File: src/hdl/bst_pkg.sv
package bst_pkg;

    localparam int ENTRY_BITS    = 32;
    localparam int INDEX_BITS    = 10;
    localparam int COUNT_BITS    = 11;
    localparam int POS_BITS      = 10;
    localparam int CFG_ADDR_BITS = 3;
    localparam int CFG_DATA_BITS = 32;

    localparam logic FUNC_WRITE  = 1'b0;
    localparam logic FUNC_SEARCH = 1'b1;

    // register index, taken from the word address paddr[2]
    localparam logic REG_ENTRY_COUNT = 1'b0;

    typedef struct packed {
        logic                         func;
        logic [INDEX_BITS-1:0]        entry_index;
        logic signed [ENTRY_BITS-1:0] entry_value;
        logic signed [ENTRY_BITS-1:0] search_key;
    } cmd_t;

    typedef struct packed {
        logic                found;
        logic [POS_BITS-1:0] position;
    } rsp_t;

endpackage

File: src/hdl/bst_seq.sv
module bst_seq #(
    parameter int TABLE_DEPTH = 1024,
    parameter int VALUE_BITS  = 32
) (
    input  logic                                 clk,
    input  logic                                 rst_n,
    input  logic                                 cmd_valid,
    output logic                                 cmd_stall,
    input  bst_pkg::cmd_t                        cmd,
    output logic                                 rsp_valid,
    input  logic                                 rsp_stall,
    output bst_pkg::rsp_t                        rsp,
    input  logic [bst_pkg::COUNT_BITS-1:0]       count,
    output logic                                 we,
    output logic [$clog2(TABLE_DEPTH)-1:0]       waddr,
    output logic [VALUE_BITS-1:0]                wdata,
    output logic                                 re,
    output logic [$clog2(TABLE_DEPTH)-1:0]       raddr,
    input  logic [VALUE_BITS-1:0]                rdata
);

    localparam int IDX_W = $clog2(TABLE_DEPTH);
    localparam int PW    = IDX_W + 1;
    localparam int CW    = (PW > bst_pkg::COUNT_BITS) ? PW : bst_pkg::COUNT_BITS;

    typedef enum logic [1:0] {
        S_IDLE,
        S_PROBE,
        S_HOLD
    } state_t;

    state_t                  state_reg,     state_next;
    logic [PW-1:0]           left_reg,      left_next;
    logic [PW-1:0]           hi_reg,        hi_next;   // exclusive upper bound
    logic [IDX_W-1:0]        mid_reg,       mid_next;
    logic signed [VALUE_BITS-1:0] key_reg,  key_next;
    bst_pkg::rsp_t           hold_reg,      hold_next;
    logic                    rsp_valid_reg, rsp_valid_next;
    bst_pkg::rsp_t           rsp_reg,       rsp_next;

    logic [PW-1:0]           n_sat;
    logic [IDX_W-1:0]        mid_start;
    logic [PW-1:0]           mid_ext;
    logic [PW-1:0]           lo_up;
    logic [PW-1:0]           mid_a_ext;
    logic [PW-1:0]           mid_b_ext;
    logic                    go_a;
    logic                    go_b;
    logic signed [VALUE_BITS-1:0] entry;
    logic                    eq;
    logic                    lt;
    logic                    out_free;
    logic                    finish;
    bst_pkg::rsp_t           fin_rsp;
    logic                    accept;

    assign accept   = cmd_valid && !cmd_stall;
    assign out_free = !rsp_valid_reg || !rsp_stall;

    // clamp the configured count to the table depth
    always_comb
    begin
        if (CW'(count) > CW'(TABLE_DEPTH))
        begin
            n_sat = PW'(TABLE_DEPTH);
        end
        else
        begin
            n_sat = PW'(count);
        end
    end

    assign mid_start = IDX_W'((n_sat - PW'(1)) >> 1);

    // both candidate next probes are formed in parallel with the compare
    assign entry     = $signed(rdata);
    assign eq        = (entry == key_reg);
    assign lt        = (entry < key_reg);
    assign mid_ext   = PW'(mid_reg);
    assign lo_up     = mid_ext + PW'(1);
    assign mid_a_ext = lo_up + ((hi_reg - lo_up - PW'(1)) >> 1);
    assign mid_b_ext = left_reg + ((mid_ext - left_reg - PW'(1)) >> 1);
    assign go_a      = (lo_up < hi_reg);
    assign go_b      = (left_reg < mid_ext);

    // write path: gives no result
    assign we = accept && (cmd.func == bst_pkg::FUNC_WRITE)
                && (CW'(cmd.entry_index) < CW'(TABLE_DEPTH));
    assign waddr = IDX_W'(cmd.entry_index);
    assign wdata = VALUE_BITS'(cmd.entry_value);

    always_comb
    begin
        state_next     = state_reg;
        left_next      = left_reg;
        hi_next        = hi_reg;
        mid_next       = mid_reg;
        key_next       = key_reg;
        hold_next      = hold_reg;
        rsp_valid_next = rsp_valid_reg && rsp_stall;
        rsp_next       = rsp_reg;
        re             = 1'b0;
        raddr          = mid_reg;
        finish         = 1'b0;
        fin_rsp        = '0;

        unique case (state_reg)
            S_IDLE:
            begin
                if (cmd_valid && cmd.func == bst_pkg::FUNC_SEARCH)
                begin
                    key_next  = VALUE_BITS'(cmd.search_key);
                    left_next = '0;
                    hi_next   = n_sat;
                    if (n_sat == '0)
                    begin
                        finish = 1'b1;
                    end
                    else
                    begin
                        mid_next   = mid_start;
                        re         = 1'b1;
                        raddr      = mid_start;
                        state_next = S_PROBE;
                    end
                end
            end
            S_PROBE:
            begin
                if (eq)
                begin
                    finish           = 1'b1;
                    fin_rsp.found    = 1'b1;
                    fin_rsp.position = bst_pkg::POS_BITS'(mid_reg);
                end
                else if (lt)
                begin
                    if (go_a)
                    begin
                        left_next = lo_up;
                        mid_next  = IDX_W'(mid_a_ext);
                        re        = 1'b1;
                        raddr     = IDX_W'(mid_a_ext);
                    end
                    else
                    begin
                        finish = 1'b1;
                    end
                end
                else
                begin
                    if (go_b)
                    begin
                        hi_next  = mid_ext;
                        mid_next = IDX_W'(mid_b_ext);
                        re       = 1'b1;
                        raddr    = IDX_W'(mid_b_ext);
                    end
                    else
                    begin
                        finish = 1'b1;
                    end
                end
            end
            S_HOLD:
            begin
                finish  = 1'b1;
                fin_rsp = hold_reg;
            end
            default:
            begin
                state_next = S_IDLE;
            end
        endcase

        // push the result, or park it until the output register frees up
        if (finish)
        begin
            if (out_free)
            begin
                rsp_valid_next = 1'b1;
                rsp_next       = fin_rsp;
                state_next     = S_IDLE;
            end
            else
            begin
                hold_next  = fin_rsp;
                state_next = S_HOLD;
            end
        end
    end

    always_ff @(posedge clk or negedge rst_n)
    begin
        if (!rst_n)
        begin
            state_reg     <= S_IDLE;
            left_reg      <= '0;
            hi_reg        <= '0;
            mid_reg       <= '0;
            key_reg       <= '0;
            hold_reg      <= '0;
            rsp_valid_reg <= 1'b0;
            rsp_reg       <= '0;
        end
        else
        begin
            state_reg     <= state_next;
            left_reg      <= left_next;
            hi_reg        <= hi_next;
            mid_reg       <= mid_next;
            key_reg       <= key_next;
            hold_reg      <= hold_next;
            rsp_valid_reg <= rsp_valid_next;
            rsp_reg       <= rsp_next;
        end
    end

    assign cmd_stall = (state_reg != S_IDLE);
    assign rsp_valid = rsp_valid_reg;
    assign rsp       = rsp_reg;

`ifndef SYNTHESIS
    a_read_leads_probe: assert property (@(posedge clk) disable iff (!rst_n)
        re |=> state_reg == S_PROBE)
        else $error("table read not followed by a probe cycle");

    a_mid_in_bounds: assert property (@(posedge clk) disable iff (!rst_n)
        state_reg == S_PROBE |-> (mid_ext < hi_reg) && (left_reg <= mid_ext))
        else $error("probe index outside search bounds");

    a_miss_pos_zero: assert property (@(posedge clk) disable iff (!rst_n)
        rsp_valid_reg && !rsp_reg.found |-> rsp_reg.position == '0)
        else $error("not-found result carries nonzero position");

    a_hold_needs_full: assert property (@(posedge clk) disable iff (!rst_n)
        state_reg == S_HOLD |-> rsp_valid_reg)
        else $error("result parked while output register empty");

    a_no_write_busy: assert property (@(posedge clk) disable iff (!rst_n)
        we |-> state_reg == S_IDLE && !re)
        else $error("table write during a search");
`endif

endmodule

File: config.mk
export PLATFORM = sky130hd
export DESIGN_NAME = bst_seq
export DESIGN_NICKNAME = d
export VERILOG_FILES = /design/src/hdl/bst_pkg.sv /design/src/hdl/bst_seq.sv
export SDC_FILE = /design/constraint.sdc
export NUM_CORES = 1
export LEC_CHECK = 0
export BUFFER_PORTS_ARGS = -buffer_cell sky130_fd_sc_hd__buf_4
export CAP_MARGIN = 15
export CORE_MARGIN = 2
export CORE_UTILIZATION = 26
export DETAILED_ROUTE_END_ITERATION = 6
export SYNTH_ARGS = -nofsm -noshare
export SYNTH_HDL_FRONTEND = slang
export SYNTH_SLANG_ARGS = --single-unit
export TNS_END_PERCENT = 5
File: constraint.sdc
create_clock -name clk -period 5.7 [get_ports clk]
set_input_delay 1.71 -clock clk [delete_from_list [all_inputs] [get_ports clk]]
set_output_delay 1.71 -clock clk [all_outputs]
set_load 0.01 [all_outputs]
==> results.toml <==
[outcome]
status = "complete, but fails checks"
violations = "negative setup slack"

[place]
io_buffers = 104
gp_congestion = 0.909
dp_cells = 1403
placed_area_sq_mm = 0.00964
place_hpwl_microns = 18400

[global_route]
antenna_found_initial = 2
grt_max_degree = 62
grt_overflow = 0
grt_pass1_vias = 7131
grt_usage_pct = 15.4
grt_pass1_wl_microns = 37600

[pwr]
pwr-share-clk_pct = 7.1
ir_drop_v = 0.000297
power_leakage_nw = 4.97
p_sw_mw = 3.85
power.share.combinational_pct = 80.2
power.internal_mw = 4.40
total_power_mw = 8.25
seqPwrFrac_pct = 12.7
power_switching_share_pct = 46.7
powerDensity_mw_per_mm2 = 780

[yosys]
avgSynthCellArea_sq_um = 9.22
synthFlopType = "dfrtp_1"
synth.area.top_cells = "dfrtp_1 28%, ha_1 14%, mux2_2 5.0%"
yosysUniqueCellTypes = 85
synthArstFlopShare_pct = 100
syn_area_sq_mm = 0.00792
yosysSeqAreaShare_pct = 28.1
synthCells = 859
yosysTopAreaCell = "dfrtp_1"
synth_nets = 1075
yosys_register_bits = 89
yosys.area.top_type_share_pct = 28.1
synth_edf_count = 0
yosysWarnings = 0

[sta]
drv_slew = 0
finClkSkew_ns = 0.0200
finalHoldViolCount = 0
period_minus_slack_ns = 5.94
setup_tns_ns = -1.93
worstMarginPinSlew_ns = 0.827
fin_crit_sh_pct = 104
rsz0062_at_grt = "true"
clock.fmax_mhz = 168
fin_ws_ns = -0.241
finalSetupViolCount = 11
relSlewSlack_pct = 44.9

[clock_tree]
h-tree-depth = 3
insertion_delay_ns = 0.37
clk_pin_slew_worst_paths_ns = 0.06
cts_sinks = 89
cts_root_buffer = "clkbuf_16"
cts_buffers = 9
cts.path.max_buffers = 2
cts_hold_buf = 0
cts_tree = "done"

[routing]
first_pass_iters = 5
ant_nets = 0
via_per_inst = 4.86
wire_per_inst_microns = 16.7
drc = 0
num_vias = 6989
drt-total-wl_microns = 24100
drt-initial-drc-count = 482

[setup_path]
crit_top_cell = "buf_4"
cp_cell_sequence = "buf_4 -> ha_1 -> nand4_1 -> buf_4 -> nor3_1 -> a22oi_2 -> buf_6 -> a31oi_4 -> mux2i_2 -> a21oi_1 -> o211ai_1 -> buf_4 -> buf_6"
r2r-start = "mid_reg[4]"
cpPeakStageDelay_ns = 0.34
critPathTopFamily = "compound AO/OA/AOI/OAI gates"
path_buf_inv = 5
critPathLaunch = "rdata[31]"
path_max_fanout = 6
start_kind = "input pin"
crit_required_ns = 3.99
worst-endpoint-arrival_ns = 4.23
worstSetupPathType = "input pin to primary output"
critPathSlowestCell = "a31oi_4"
crit_path_end_kind = "primary output"

[finish]
largest_register_ffs = 32
instances_no_fill = 1438
drive_gt1_share_pct = 37.4
final_nets = 1257
area_growth_pct = 33.5
design_area_sq_mm = 0.0106

[run]
drv_cap = 0

[floorplanning]
pin_count = 189
die_x_microns = 179
start_util_pct = 26.6
coreArea_sq_mm = 0.0298
die_h_microns = 179
rows = 63
die_area_sq_mm = 0.0319

[worst_hold_path]
hold_start = "hold_reg[0]"
hold_class = "flip-flop to flip-flop"
==> cells by family after synthesis <==
group / count (synthesis) / synth area share [%]
and+or+nand+nor: 207 / 13.7
AOI/OAI and AO/OA: 203 / 18.0
buffers and inverters: 155 / 9.69
adders and majority gates: 94 / 15.2
DFF: 89 / 28.1
muxes: 67 / 10.3
xor gates and xnor gates: 44 / 5.04
==> power groups by stage <==
| stage | clock network [mW] | registers (mW) | logic [mW] |
|---|---|---|---|
| global route | 0.629 | 1.07 | 7.19 |
| global placement | 0 | 1.03 | 5.73 |
| floorplan | 0 | 0.982 | 3.65 |
| CTS | 0.607 | 1.04 | 6.40 |
| detailed placement | 0 | 1.04 | 5.78 |
| finish | 0.587 | 1.05 | 6.61 |
==> cell type report <==
type | instances | area (sq um)
clock inverters | 7 | 55.1
clock buffers | 9 | 225
diodes | 2 | 5.00
well taps | 390 | 488
fillers | 3027 | 19200
multi-input cells | 616 | 5360
flip-flops and latches | 89 | 2230
inverters | 86 | 323
repair buffers | 239 | 1880
==> cells in the final DEF (no fill, tap or decap), types with 17 or more instances in the layout <==
| cell type | instances |
|---|---|
| a21oi_1 | 40 |
| buf_4 | 218 |
| buf_6 | 20 |
| dfrtp_1 | 86 |
| ha_1 | 76 |
| inv_1 | 84 |
| mux2_2 | 35 |
| mux2_4 | 18 |
| nand2_1 | 52 |
| nand3_1 | 17 |
| nor2_1 | 38 |
| nor2b_1 | 17 |
| nor3_1 | 17 |
| o21ai_0 | 25 |
| xnor2_1 | 26 |
==> synthesized netlist by cell type (17+ instances only) <==
cell / count
buf_4: 43
nor2b_1: 18
dfrtp_1: 89
nand2_1: 52
mux2_4: 18
ha_1: 90
inv_1: 85
nand3_1: 19
nor3_1: 21
clkbuf_1: 17
o21ai_0: 32
a21oi_1: 47
xnor2_1: 28
mux2_2: 35
nor2_1: 39
==> through the flow <==
step	utilization (%)	setup slack [ns]	hold slack [ns]
floorplan	-	0.0535	0.456
global placement	32.4	-0.400	0.481
detailed placement	32.4	-0.429	0.488
CTS	35.1	-0.277	0.506
global route	35.5	-0.450	0.520
finish	35.5	-0.241	0.505
==> worst paths after layout <==
kind	cells past startpoint	endpoint	slack, ns
setup / recovery	13	raddr[5]	-0.24
hold / removal	1	hold_reg[0]	0.51
setup reg to reg	14	hold_reg[0]	1.68
hold reg to reg	1	hold_reg[0]	0.51
max in group asynchronous	2	mid_reg[5]	3.29
min in group asynchronous	1	hi_reg[3]	1.43
==> metal layers <==
metal | track usage [%] | wire, microns
met4 | 6.37 | 793
met3 | 2.60 | 983
met1 | 19.4 | 10800
met2 | 25.9 | 11500
met5 | 0 | 0
==> worst reg2reg max path: cells and delay by family (launching register included) <==
kind / cells / cell delay, ns
flops: 1 / 0.46
fa+ha+maj: 1 / 0.36
compound gates: 5 / 1.25
mux: 1 / 0.38
simple gates: 4 / 0.84
buf+inv: 2 / 0.37
xor+xnor: 1 / 0.22
==> timing repair <==
item / in CTS / in global routing
hold endpoints to repair: 0 / 0
gates cloned: 2 / 0
pin swaps: 46 / 11
setup buffers: 15 / 0
resized for setup: 76 / 18
endpoints found under the setup margin: 11 / 11
(Power assumes the default switching activity.)
